===== src/sv/priority_process_scheduler_defines.svh =====
// ----------------------------------------------------------------------------
// priority_process_scheduler_defines
// Assertion macros used by the scheduler datapath (pps_dp).
// ----------------------------------------------------------------------------
`ifndef PRIORITY_PROCESS_SCHEDULER_DEFINES_SVH
`define PRIORITY_PROCESS_SCHEDULER_DEFINES_SVH

// Condition that must hold at every clock edge out of reset.
`define PPS_ASSERT_ALWAYS(lbl, expr, msg) \
	lbl: assert property (@(posedge clk) disable iff (!arst_n) (expr)) else $error(msg);

// Implication checked at every clock edge out of reset.
`define PPS_ASSERT_IMPLY(lbl, ante, cons, msg) \
	lbl: assert property (@(posedge clk) disable iff (!arst_n) (ante) |-> (cons)) \
		else $error(msg);

`endif


===== src/sv/pps_pkg.sv =====
// ----------------------------------------------------------------------------
// pps_pkg
// Shared constants, command codes and control structs of the scheduler.
// ----------------------------------------------------------------------------
package pps_pkg;

	localparam int PPS_NUM_PROCS  = 8;
	localparam int PPS_NUM_LEVELS = 5;

	// command kinds
	localparam logic [2:0] KIND_ADD     = 3'd0;
	localparam logic [2:0] KIND_RELEASE = 3'd1;
	localparam logic [2:0] KIND_SETPRI  = 3'd2;
	localparam logic [2:0] KIND_GETPRI  = 3'd3;
	localparam logic [2:0] KIND_BLOCK   = 3'd4;
	localparam logic [2:0] KIND_UNBLOCK = 3'd5;
	localparam logic [2:0] KIND_MKREADY = 3'd6;

	// process status codes
	localparam logic [1:0] PST_NEW     = 2'd0;
	localparam logic [1:0] PST_READY   = 2'd1;
	localparam logic [1:0] PST_EXEC    = 2'd2;
	localparam logic [1:0] PST_BLOCKED = 2'd3;

	typedef struct packed {
		logic load;   // capture item, restart scan
		logic step;   // one scan step
		logic apply;  // commit command, load result register
	} pps_cmd_t;

	typedef struct packed {
		logic scan_last;
		logic out_busy;
	} pps_sts_t;

endpackage


===== src/sv/pps_ctrl.sv =====
// ----------------------------------------------------------------------------
// pps_ctrl
// Sequencer: capture, scan all process slots, commit.
// ----------------------------------------------------------------------------
module pps_ctrl import pps_pkg::*; (
	input  logic     clk,
	input  logic     arst_n,
	input  logic     in_valid,
	output logic     in_ready,
	input  pps_sts_t sts,
	output pps_cmd_t cmd
);

	localparam logic [1:0] ST_IDLE  = 2'd0;
	localparam logic [1:0] ST_SCAN  = 2'd1;
	localparam logic [1:0] ST_APPLY = 2'd2;

	logic [1:0] state_q;
	logic [1:0] state_nxt;

	always_comb begin
		cmd       = '0;
		state_nxt = state_q;
		in_ready  = (state_q == ST_IDLE);
		case (state_q)
			ST_IDLE: begin
				if (in_valid) begin
					cmd.load  = 1'b1;
					state_nxt = ST_SCAN;
				end
			end
			ST_SCAN: begin
				cmd.step = 1'b1;
				if (sts.scan_last) state_nxt = ST_APPLY;
			end
			ST_APPLY: begin
				if (!sts.out_busy) begin
					cmd.apply = 1'b1;
					state_nxt = ST_IDLE;
				end
			end
			default: state_nxt = ST_IDLE;
		endcase
	end

	always_ff @(posedge clk or negedge arst_n) begin
		if (!arst_n) state_q <= ST_IDLE;
		else state_q <= state_nxt;
	end

endmodule


===== src/sv/pps_dp.sv =====
// ----------------------------------------------------------------------------
// pps_dp
// Process table, queue membership, age matrix, best-entry scan, result reg.
// ----------------------------------------------------------------------------
`include "priority_process_scheduler_defines.svh"

module pps_dp import pps_pkg::*; #(
	parameter int NUM_PROCS  = PPS_NUM_PROCS,
	parameter int NUM_LEVELS = PPS_NUM_LEVELS
) (
	input  logic       clk,
	input  logic       arst_n,
	input  pps_cmd_t   cmd,
	output pps_sts_t   sts,
	input  logic [2:0] in_kind,
	input  logic [2:0] in_pid,
	input  logic [2:0] in_prio,
	input  logic       out_ready,
	output logic       out_valid,
	output logic       out_status,
	output logic [2:0] out_value,
	output logic [2:0] out_run,
	output logic       out_run_valid
);

	localparam int IW = (NUM_PROCS > 1) ? $clog2(NUM_PROCS) : 1;
	localparam int LW = (NUM_LEVELS > 1) ? $clog2(NUM_LEVELS) : 1;
	localparam logic [IW-1:0] LAST_IDX = IW'(NUM_PROCS - 1);

	// command registers
	logic [2:0] kind_q, pid_q, npr_q;

	// process table
	logic [LW-1:0]      prio_q [NUM_PROCS];
	logic [1:0]         stat_q [NUM_PROCS];
	logic [NUM_PROCS-1:0] in_r_q, in_b_q;
	// older_q[a][b]: a was queued before b
	logic [NUM_PROCS-1:0] older_q [NUM_PROCS];
	logic [IW-1:0]      run_q;
	logic               runf_q;

	// scan state
	logic [IW-1:0] cnt_q;
	logic          rb_v_q, bb_v_q;
	logic [IW-1:0] rb_pid_q, bb_pid_q;
	logic [LW-1:0] rb_lvl_q, bb_lvl_q;

	logic [IW-1:0] pidx;
	logic [LW-1:0] npr_l;
	logic          pid_ok, prio_ok, is_run, set_ok, set_chg, mv_r, mv_b;

	assign pidx    = IW'(pid_q);
	assign npr_l   = LW'(npr_q);
	assign pid_ok  = 32'(pid_q) < NUM_PROCS;
	assign prio_ok = 32'(npr_q) < NUM_LEVELS;
	assign is_run  = pid_ok && runf_q && (run_q == pidx);
	assign set_ok  = pid_ok && prio_ok && (pid_q != 3'd0) && (32'(npr_q) != NUM_LEVELS - 1);
	assign set_chg = (kind_q == KIND_SETPRI) && set_ok && (prio_q[pidx] != npr_l);
	assign mv_r    = set_chg && (stat_q[pidx] == PST_READY) && in_r_q[pidx];
	assign mv_b    = set_chg && (stat_q[pidx] == PST_BLOCKED) && in_b_q[pidx];

	// one slot per scan step; a ready process being moved by set priority is left out of the ready scan
	logic [LW-1:0] cur_lvl;
	logic          r_better, b_better;

	assign cur_lvl  = prio_q[cnt_q];
	assign r_better = in_r_q[cnt_q] && !(mv_r && cnt_q == pidx) &&
		(!rb_v_q || cur_lvl < rb_lvl_q ||
		(cur_lvl == rb_lvl_q && older_q[cnt_q][rb_pid_q]));
	assign b_better = in_b_q[cnt_q] &&
		(!bb_v_q || cur_lvl < bb_lvl_q ||
		(cur_lvl == bb_lvl_q && older_q[cnt_q][bb_pid_q]));

	assign sts.scan_last = (cnt_q == LAST_IDX);
	assign sts.out_busy  = out_valid && !out_ready;

	// commit decode
	logic          err;
	logic [2:0]    val;
	logic          wr_prio;
	logic          sa_en, sb_en;
	logic [IW-1:0] sa_idx, sb_idx;
	logic [1:0]    sa_val, sb_val;
	logic          rclr_en, bclr_en;
	logic [IW-1:0] rclr_idx, bclr_idx;
	logic          pa_en, pa_rdy, pb_en;
	logic [IW-1:0] pa_idx, pb_idx;
	logic          run_en;
	logic [IW-1:0] run_new;
	logic          rel_go, p_wins;
	logic [IW-1:0] nxt;

	always_comb begin
		err = 1'b0;  val = 3'd0;  wr_prio = 1'b0;
		sa_en = 1'b0; sa_idx = pidx; sa_val = PST_NEW;
		sb_en = 1'b0; sb_idx = pidx; sb_val = PST_NEW;
		rclr_en = 1'b0; rclr_idx = pidx;
		bclr_en = 1'b0; bclr_idx = pidx;
		pa_en = 1'b0; pa_idx = pidx; pa_rdy = 1'b1;
		pb_en = 1'b0; pb_idx = run_q;
		run_en = 1'b0; run_new = run_q;
		rel_go = 1'b0;
		// moved process joins its new level as youngest, wins only on a better level
		p_wins = mv_r && (!rb_v_q || npr_l < rb_lvl_q);
		nxt    = p_wins ? pidx : rb_pid_q;
		case (kind_q)
			KIND_ADD: begin
				if (!pid_ok || !prio_ok || is_run || in_r_q[pidx] || in_b_q[pidx]) begin
					err = 1'b1;
				end else begin
					wr_prio = 1'b1;
					sa_en = 1'b1; sa_val = PST_NEW;
					pa_en = 1'b1;
				end
			end
			KIND_RELEASE: begin
				if (!rb_v_q) err = 1'b1;
				else rel_go = 1'b1;
			end
			KIND_SETPRI: begin
				if (!set_ok) begin
					err = 1'b1;
				end else if (set_chg) begin
					if (mv_r || mv_b) wr_prio = 1'b1;
					if (mv_b) begin
						pa_en = 1'b1; pa_rdy = 1'b0;
					end
					if (mv_r && !p_wins) pa_en = 1'b1;
					rel_go = rb_v_q || mv_r;
				end
			end
			KIND_GETPRI: begin
				if (!pid_ok) err = 1'b1;
				else val = 3'(prio_q[pidx]);
			end
			KIND_BLOCK: begin
				if (!pid_ok) begin
					err = 1'b1;
				end else begin
					rclr_en = 1'b1;
					sa_en = 1'b1; sa_val = PST_BLOCKED;
					if (!in_b_q[pidx]) begin
						pa_en = 1'b1; pa_rdy = 1'b0;
					end
				end
			end
			KIND_UNBLOCK: begin
				if (!bb_v_q) begin
					err = 1'b1;
				end else begin
					val = 3'(bb_pid_q);
					bclr_en = 1'b1; bclr_idx = bb_pid_q;
					sa_en = 1'b1; sa_idx = bb_pid_q;
					if (runf_q && run_q == bb_pid_q) begin
						sa_val = PST_EXEC;
					end else begin
						sa_val = PST_READY;
						if (!in_r_q[bb_pid_q]) begin
							pa_en = 1'b1; pa_idx = bb_pid_q;
						end
					end
				end
			end
			KIND_MKREADY: begin
				if (!pid_ok || is_run) begin
					err = 1'b1;
				end else begin
					bclr_en = 1'b1;
					sa_en = 1'b1; sa_val = PST_READY;
					if (!in_r_q[pidx]) pa_en = 1'b1;
				end
			end
			default: err = 1'b1;
		endcase
		if (rel_go) begin
			rclr_en = 1'b1; rclr_idx = nxt;
			// previous process goes back to ready unless blocked
			if (runf_q && stat_q[run_q] != PST_BLOCKED) begin
				sa_en = 1'b1; sa_idx = run_q; sa_val = PST_READY;
				pb_en = 1'b1;
			end
			sb_en = 1'b1; sb_idx = nxt; sb_val = PST_EXEC;
			run_en = 1'b1; run_new = nxt;
		end
	end

	always_ff @(posedge clk) begin
		if (cmd.load) begin
			kind_q <= in_kind;
			pid_q  <= in_pid;
			npr_q  <= in_prio;
		end
	end

	always_ff @(posedge clk or negedge arst_n) begin
		if (!arst_n) begin
			cnt_q  <= '0;
			rb_v_q <= 1'b0;
			bb_v_q <= 1'b0;
		end else if (cmd.load) begin
			cnt_q  <= '0;
			rb_v_q <= 1'b0;
			bb_v_q <= 1'b0;
		end else if (cmd.step) begin
			cnt_q <= cnt_q + 1'b1;
			if (r_better) begin
				rb_v_q <= 1'b1;
			end
			if (b_better) begin
				bb_v_q <= 1'b1;
			end
		end
	end

	always_ff @(posedge clk) begin
		if (cmd.step) begin
			if (r_better) begin
				rb_pid_q <= cnt_q;
				rb_lvl_q <= cur_lvl;
			end
			if (b_better) begin
				bb_pid_q <= cnt_q;
				bb_lvl_q <= cur_lvl;
			end
		end
	end

	always_ff @(posedge clk or negedge arst_n) begin
		if (!arst_n) begin
			for (int i = 0; i < NUM_PROCS; i++) begin
				prio_q[i] <= '0;
				stat_q[i] <= PST_NEW;
			end
			in_r_q <= '0;
			in_b_q <= '0;
			run_q  <= '0;
			runf_q <= 1'b0;
		end else if (cmd.apply) begin
			if (wr_prio) prio_q[pidx] <= npr_l;
			if (sa_en) stat_q[sa_idx] <= sa_val;
			if (sb_en) stat_q[sb_idx] <= sb_val;
			if (rclr_en) in_r_q[rclr_idx] <= 1'b0;
			if (bclr_en) in_b_q[bclr_idx] <= 1'b0;
			if (pa_en) begin
				if (pa_rdy) in_r_q[pa_idx] <= 1'b1;
				else in_b_q[pa_idx] <= 1'b1;
			end
			if (pb_en) in_r_q[pb_idx] <= 1'b1;
			if (run_en) begin
				run_q  <= run_new;
				runf_q <= 1'b1;
			end
		end
	end

	// age matrix: a newly queued process is younger than all others;
	// the requeued running process lands behind a process queued by the same item
	always_ff @(posedge clk) begin
		if (cmd.apply) begin
			for (int a = 0; a < NUM_PROCS; a++) begin
				for (int b = 0; b < NUM_PROCS; b++) begin
					if (pb_en && IW'(b) == pb_idx) older_q[a][b] <= 1'b1;
					else if (pb_en && IW'(a) == pb_idx) older_q[a][b] <= 1'b0;
					else if (pa_en && IW'(b) == pa_idx) older_q[a][b] <= 1'b1;
					else if (pa_en && IW'(a) == pa_idx) older_q[a][b] <= 1'b0;
				end
			end
		end
	end

	// result register
	always_ff @(posedge clk or negedge arst_n) begin
		if (!arst_n) out_valid <= 1'b0;
		else if (cmd.apply) out_valid <= 1'b1;
		else if (out_ready) out_valid <= 1'b0;
	end

	always_ff @(posedge clk) begin
		if (cmd.apply) begin
			out_status    <= err;
			out_value     <= val;
			out_run       <= 3'(run_new);
			out_run_valid <= runf_q || run_en;
		end
	end

	`PPS_ASSERT_ALWAYS(a_one_queue, (in_r_q & in_b_q) == '0, "pid in ready and blocked queue")
	`PPS_ASSERT_IMPLY(a_run_not_ready, runf_q, !in_r_q[run_q], "running pid sits in ready queue")
	`PPS_ASSERT_IMPLY(a_commit_free, cmd.apply, !(out_valid && !out_ready), "result overwritten")

endmodule


===== src/sv/priority_process_scheduler.sv =====
// ----------------------------------------------------------------------------
// priority_process_scheduler: fixed-priority FIFO process scheduler
// Items are taken one at a time: the scan visits one process slot a cycle,
// then the commit waits for a free result register before the next accept.
// arst_n clears all queues, priorities, status and the running process.
// ----------------------------------------------------------------------------
module priority_process_scheduler import pps_pkg::*; #(
	parameter int NUM_PROCS  = PPS_NUM_PROCS,
	parameter int NUM_LEVELS = PPS_NUM_LEVELS
) (
	input  logic       clk,
	input  logic       arst_n,
	input  logic       s_tvalid,
	output logic       s_tready,
	input  logic [7:0] s_tdata,   // [2:0] process_id, [5:3] new_priority, pad
	input  logic [2:0] s_tuser,   // [2:0] kind
	output logic       m_tvalid,
	input  logic       m_tready,
	output logic [7:0] m_tdata,   // [2:0] result_value, [5:3] running_process,
	                              // [6] running_valid, pad
	output logic       m_tuser    // [0] status
);

	// Controller steps: capture item, scan every slot for the best ready
	// and best blocked entry, then commit once the result register is free.
	pps_cmd_t cmd;
	pps_sts_t sts;

	logic [2:0] res_value, res_run;
	logic       res_run_valid;

	pps_ctrl u_ctrl (
		.clk      (clk),
		.arst_n   (arst_n),
		.in_valid (s_tvalid),
		.in_ready (s_tready),
		.sts      (sts),
		.cmd      (cmd)
	);

	pps_dp #(
		.NUM_PROCS  (NUM_PROCS),
		.NUM_LEVELS (NUM_LEVELS)
	) u_dp (
		.clk           (clk),
		.arst_n        (arst_n),
		.cmd           (cmd),
		.sts           (sts),
		.in_kind       (s_tuser),
		.in_pid        (s_tdata[2:0]),
		.in_prio       (s_tdata[5:3]),
		.out_ready     (m_tready),
		.out_valid     (m_tvalid),
		.out_status    (m_tuser),
		.out_value     (res_value),
		.out_run       (res_run),
		.out_run_valid (res_run_valid)
	);

	// result item packed low field first
	assign m_tdata = {1'b0, res_run_valid, res_run, res_value};

endmodule

===== config.mk =====
export PLATFORM = sky130hd
export DESIGN_NAME = priority_process_scheduler
export DESIGN_NICKNAME = d
export VERILOG_FILES = /design/src/sv/pps_pkg.sv /design/src/sv/pps_ctrl.sv /design/src/sv/pps_dp.sv /design/src/sv/priority_process_scheduler.sv
export VERILOG_INCLUDE_DIRS = /design/src /design/src/sv
export SDC_FILE = /design/constraint.sdc
export NUM_CORES = 1
export LEC_CHECK = 0
export ABC_AREA = 1
export ABC_CLOCK_PERIOD_IN_PS = 3900
export CAP_MARGIN = 20
export CORE_MARGIN = 2
export CORE_UTILIZATION = 65
export DETAILED_ROUTE_END_ITERATION = 10
export DONT_BUFFER_PORTS = 1
export PLACE_DENSITY = 0.81
export SLEW_MARGIN = 5
export SYNTH_ARGS = -nofsm -noshare
export SYNTH_HDL_FRONTEND = slang
export SYNTH_SLANG_ARGS = --single-unit

===== constraint.sdc =====
create_clock -name clk -period 3.9 [get_ports clk]
set_input_delay 0.78 -clock clk [delete_from_list [all_inputs] [get_ports clk]]
set_output_delay 0.78 -clock clk [all_outputs]
set_load 0.005 [all_outputs]

==> results.cfg, run 1 <==
[routing]
wl_met2_um = 12500
m1WireLength_um = 11700
drtIter0Drc = 1444
dr.pass1.iters = 6
top_layer_used = met4
met3WireLength_um = 3580
vias_per_cell = 6.20
vias = 9299
wl_per_cell_um = 19.1
drtAntennaViolNets = 0
routed_wl_um = 28700
drc = 0

[logic_synthesis]
synth.distinct_cells = 51
synth-main-ff-cell = edfxtp_1
synth_edf_count = 84
synth_nets = 1330
synth_area_per_cell_sq_um = 7.44
synth_area_leader_cell = edfxtp_1
synth-seq-cells = 161
async_flop_share_pct = 42.2
netlist_top_cells_count = nand2_1, o21ai_0, inv_1, nor2_1, edfxtp_1
synth.most_common_cell = nand2_1
ys_top_cells_by_area = edfxtp_1, dfrtp_1, nand2_1, o21ai_0, inv_1
ys_seq_area_share_pct = 45.3
postSynthCellCount = 1305
synth_top_cell_area_share_pct = 26.0
syn_area_sq_mm = 0.00971
yosysWarnings = 0

[critical_path]
cp-end-kind = register
crit_type = reg -> reg
cp_max_fo = 10
worstSetupStartpointType = register
cp.required_ns = 4.08
critPathArrivalTime_ns = 3.83

[cells_and_area]
syn_to_final_growth_pct = 8.44
drive_gt1_share_pct = 9.35
antenna_cells = 0
stdcell_count = 1500
finalNetCount = 1328
design_area_sq_mm = 0.0105

[clock_network]
holdBufCountCts = 0
cts_resized = 0
clockBufferDepth = 2
cts_setup_buffers = 0
clkSlewWorstSetupHoldPaths_ns = 0.07
clkSinkCount = 161
clock_latency_ns = 0.44
cts_root_buffer = clkbuf_16
cts_tree = yes
cts_buffers = 17
htree_levels = 4

[hold_path]
min_path_type = in -> async

[sta]
max-slew-margin-rel_pct = 58.0
maxSlewViolCount = 0
worst_pin_slew_ns = 0.623
min_period_ns = 3.66
fin_skew_ns = 0.00839
fmax_mhz = 273
rsz0062_at_grt = false
fin_tns_setup_ns = 0
finalSetupViolations = 0
finalHoldViolations = 0
timing.final.crit_share_pct = 93.8
fin_ws_ns = 0.243

[placement]
place_area_sq_mm = 0.00990
routabilityCongestion = 0.974
dp_slack_ns = 0.455
dp_hpwl_um = 20400
place_inst = 1468
portBuffers = 0

[outcome]
outcome = completed

[global_routing]
grt_use_total_pct = 37.0
antenna_found_initial = 0
grt_first_pass_wirelength_um = 45500
overflow = 0
grt_pass1_vias = 8686
grt_max_degree = 69

[floorplanning]
placementRows = 44
dieArea_sq_mm = 0.0159
ios = 26
die_w_um = 126
start_util_pct = 66.6
die_y_um = 126
core_sq_mm = 0.0146

[pwr]
cellLeakagePower_uw = 0.00507
irDropWorstVdd_v = 0.000386
power_density_mw_per_mm2 = 625

[flow_run]
drv_cap = 0
-- routing by layer --
layer  vias to the layer above  global-route usage, %
met5                         -                      0
met4                         0                   14.7
met3                        87                   9.35
met2                       627                   55.3
met1                      4273                   52.1
li1                       4312                      -
-- final cells by class --
type / instances / area (sq um)
clock inverters: 14 / 203
inverters: 148 / 558
repair buffers: 22 / 165
clock buffers: 18 / 429
fillers: 1168 / 4060
well taps: 184 / 230
multi-input cells: 953 / 4540
flip-flops and latches: 161 / 4400
-- power breakdown --
| part | leakage (uW) | switching, uW | internal, uW |
|---|---|---|---|
| clock network | 0.000294 | 738 | 1080 |
| registers | 0.00187 | 200 | 2040 |
| logic | 0.00290 | 1770 | 751 |
-- per-stage QoR --
step           power, uW  hold slack [ns]  utilization [%]
6_report            6580           0.0271             72.2
5_1_grt             6930           0.0208             72.2
4_1_cts             6490           0.0241             72.2
3_5_place_dp        4690            0.410             67.9
3_3_place_gp        4630            0.410             67.9
2_1_floorplan       3910            0.399                -
-- worst max-delay path, cell delays in order (launching register included) --
cell	delay (ns)
edfxtp_1	0.64
inv_2	0.20
nand2_1	0.16
inv_1	0.09
nand3_1	0.08
nand2_1	0.11
nor2_1	0.16
nor2_1	0.06
nor2_1	0.16
nand3_2	0.17
nand3_1	0.16
o21ai_1	0.08
nor2_1	0.24
nor2_2	0.09
inv_1	0.08
nor2_2	0.06
nand2_1	0.12
inv_2	0.09
nor2_2	0.49
nand2_1	0.13
-- worst paths after layout --
path	from	slack, ns	endpoint	cells past startpoint
setup / recovery	u_dp.pid_q[2]	0.24	u_dp.older_q[4][6]	19
hold / removal	arst_n	0.03	u_dp.prio_q[10]	0
setup reg to reg	u_dp.pid_q[2]	0.24	u_dp.older_q[4][6]	19
hold reg to reg	u_dp.older_q[4][4]	0.42	u_dp.older_q[4][4]	2
max in group asynchronous	arst_n	3.74	u_dp.stat_q[12]	0
min in group clk	u_dp.older_q[4][4]	0.42	u_dp.older_q[4][4]	2
-- flip-flops by register name, summed over array words and instances, names as in the netlist --
register            cells
u_dp.npr_l              3
u_dp.in_b_q             8
u_dp.out_run            3
u_dp.pb_idx             3
u_dp.bb_pid_q           3
u_dp.out_valid          1
u_dp.bb_lvl_q           3
u_ctrl.state_q          2
u_dp.pid_q              3
u_dp.out_status         1
u_dp.rb_v_q             1
u_dp.stat_q            16
u_dp.older_q           64
u_dp.kind_q             3
u_dp.rb_lvl_q           3
u_dp.prio_q            24
u_dp.bb_v_q             1
u_dp.runf_q             1
u_dp.cnt_q              3
u_dp.rb_pid_q           3
u_dp.in_r_q             8
u_dp.out_value          3
u_dp.out_run_valid      1
-- cells by family after synthesis --
logic type                 Yosys count  share of synthesized area, %
adders and majority gates           10                          1.29
buffers and inverters              191                          7.88
DFF                                161                          45.3
AOI/OAI and AO/OA                  268                          15.6
other                                1                        0.0386
and+or+nand+nor                    671                          29.5
xor gates and xnor gates             3                         0.271
-- layout by cell type, fill, tap and decap left out, types with 4 or more instances in the layout --
cell type	instances
clkbuf_16	17
nor2_4	11
nand2_1	407
dfrtp_1	68
o21ai_0	144
edfxtp_1	84
a21oi_2	16
buf_4	22
bufinv_16	4
nor3_1	11
a21oi_1	52
o221ai_1	4
ha_1	10
nand4_1	16
clkinvlp_4	4
inv_1	126
o211ai_1	11
a31oi_1	6
nand3_1	76
o21ai_1	8
dfxtp_1	9
o22ai_1	12
nor2_2	7
nor2_1	126
inv_2	19
inv_6	4
Note: power is estimated with default switching activity, not from simulation.
==> run 2, diff against run 1 <==
- PLACE_DENSITY: 0.81 -> 0.77
==> run 2 against run 1 <==
  * Hold slack better by 0.011 ns
  * Clock skew grew 0.0045 ns
  * Critical path type unchanged
  * Clock power fell by 8%
  * Largest cell class unchanged
  * First-iteration DRC count shrank 26%
  * Final cell count down 0.47%
  * Die area unchanged
  * Worst setup slack improved by 0.27 ns
  * Count of clock-buffer cells in the layout is the same
  * Non-clock buffer count decreased by 7
  * Sequential share of layout area rose by 0.37 points
  * Total power is 3.2% lower
  * Final area shrank 0.88%
==> results.cfg, run 2 (synthesis gave the netlist of run 1 again) <==
[clock_network]
cts_tree = yes
clkSlewWorstSetupHoldPaths_ns = 0.06
clkSinkCount = 161
clock_latency_ns = 0.44
cts_setup_buffers = 0
clockBufferDepth = 2
htree_levels = 4
cts_buffers = 17
holdBufCountCts = 0
cts_root_buffer = clkbuf_16
cts_resized = 0

[floorplanning]
die_w_um = 126
placementRows = 44
die_y_um = 126
core_sq_mm = 0.0146
start_util_pct = 66.6
dieArea_sq_mm = 0.0159
ios = 26

[sta]
fin_skew_ns = 0.0129
maxSlewViolCount = 0
fmax_mhz = 295
min_period_ns = 3.38
worst_pin_slew_ns = 0.721
fin_tns_setup_ns = 0
hold_slack_ns = 0.0377
finalSetupViolations = 0
fin_ws_ns = 0.516
timing.final.crit_share_pct = 86.8
finalHoldViolations = 0
max-slew-margin-rel_pct = 51.7
rsz0062_at_grt = false

[critical_path]
cp.required_ns = 4.23
cp-end-kind = register
crit_type = reg -> reg
critPathArrivalTime_ns = 3.72
worstSetupStartpointType = register
cp_max_fo = 14

[cells_and_area]
drive_gt1_share_pct = 8.79
layout_commonest_cell = nand2_1
seqCellArea_sq_mm = 0.00440
layout_common_cells = nand2_1, o21ai_0, inv_1, nor2_1, edfxtp_1
top_register = u_dp.older_q
antenna_cells = 0
largest_reg_flops = 64
finalNetCount = 1321
stdcell_count = 1493
design_area_sq_mm = 0.0104
n_fill_cell = 1236
largestRegisters = u_dp.older_q: 64 flops, u_dp.prio_q: 24 flops, u_dp.stat_q: 16 flops
syn_to_final_growth_pct = 7.48
multiInputGateArea_sq_mm = 0.00454

[placement]
dp_hpwl_um = 19800
dp_slack_ns = 0.667
place_area_sq_mm = 0.00986
portBuffers = 0
routabilityCongestion = 0.971
place_inst = 1461

[routing]
drtAntennaViolNets = 0
wl_per_cell_um = 18.5
dr.pass1.iters = 7
vias_per_cell = 6.14
vias = 9162
met3WireLength_um = 3150
wl_met2_um = 12200
drtIter0Drc = 1073
m1WireLength_um = 11600
drc = 0
top_layer_used = met4
routed_wl_um = 27700

[pwr]
cellLeakagePower_uw = 0.00503
power_density_mw_per_mm2 = 610
irDropWorstVdd_v = 0.000387

[hold_path]
min_path_type = in -> async

[global_routing]
grt_use_total_pct = 36.0
grt_max_degree = 69
antenna_found_initial = 0
grt_first_pass_wirelength_um = 44400
overflow = 0
grt_pass1_vias = 8477

[outcome]
outcome = completed

[flow_run]
drv_cap = 0
-- run 2: cell count changes in the layout (fill, tap and decap cells not counted), sizes merged --
cell,change
clkinvlp,-1
inv,-3
buf,-7
clkinv,+6
bufinv,-2
-- run 2: per-layer routing --
metal / track usage [%] / vias up
met1: 51.2 / 4264
met4: 12.3 / 0
met3: 10.3 / 80
met5: 0 / -
met2: 53.2 / 515
li1: - / 4303
-- run 2: layout make-up --
type                    count  share of cell area [%]
clock buffers              18                    4.21
clock inverters            14                    1.34
inverters                 148                    5.34
multi-input cells         953                    43.5
flip-flops and latches    161                    42.2
well taps                 184                    2.20
repair buffers             15                    1.20
-- run 2: worst max-delay path, stage by stage (launching register included) --
cell and delay [ns]:
edfxtp_1 0.56, inv_2 0.19, nand2_1 0.16, inv_1 0.09, nand3_1 0.09, nand2_1 0.10, nor2_1 0.19, nand2_1 0.08
nand2_1 0.09, nand3_2 0.15, o211ai_2 0.14, nand2_1 0.32, nand3_1 0.24, nand2_1 0.20, nor2_1 0.28, nand3_1 0.19
nand3_1 0.13, nand2_1 0.05
-- run 2: final timing paths --
| check | start | slack (ns) | depth (start not counted) | to |
|---|---|---|---|---|
| worst max-delay path | u_dp.pid_q[2] | 0.52 | 17 | u_dp.stat_q[12] |
| worst min-delay path | arst_n | 0.04 | 0 | u_dp.prio_q[16] |
| worst max register to register | u_dp.pid_q[2] | 0.52 | 17 | u_dp.stat_q[12] |
| worst min register to register | u_dp.older_q[5][5] | 0.43 | 2 | u_dp.older_q[5][5] |
| max in group asynchronous | arst_n | 3.73 | 0 | u_dp.stat_q[1] |
| min in group clk | u_dp.older_q[5][5] | 0.43 | 2 | u_dp.older_q[5][5] |
-- run 2: power by group --
group,leakage (uW),total [uW],switching [uW],internal [uW]
clock,0.000277,1680,722,955
sequential,0.00187,2260,225,2040
combinational,0.00287,2430,1710,725
-- run 2: per-stage QoR --
stage	util (%)	total power (uW)
floorplan	-	3910
global placement	67.6	4590
CTS	71.6	6310
global route	71.6	6740
detailed placement	67.6	4630
finish	71.6	6370
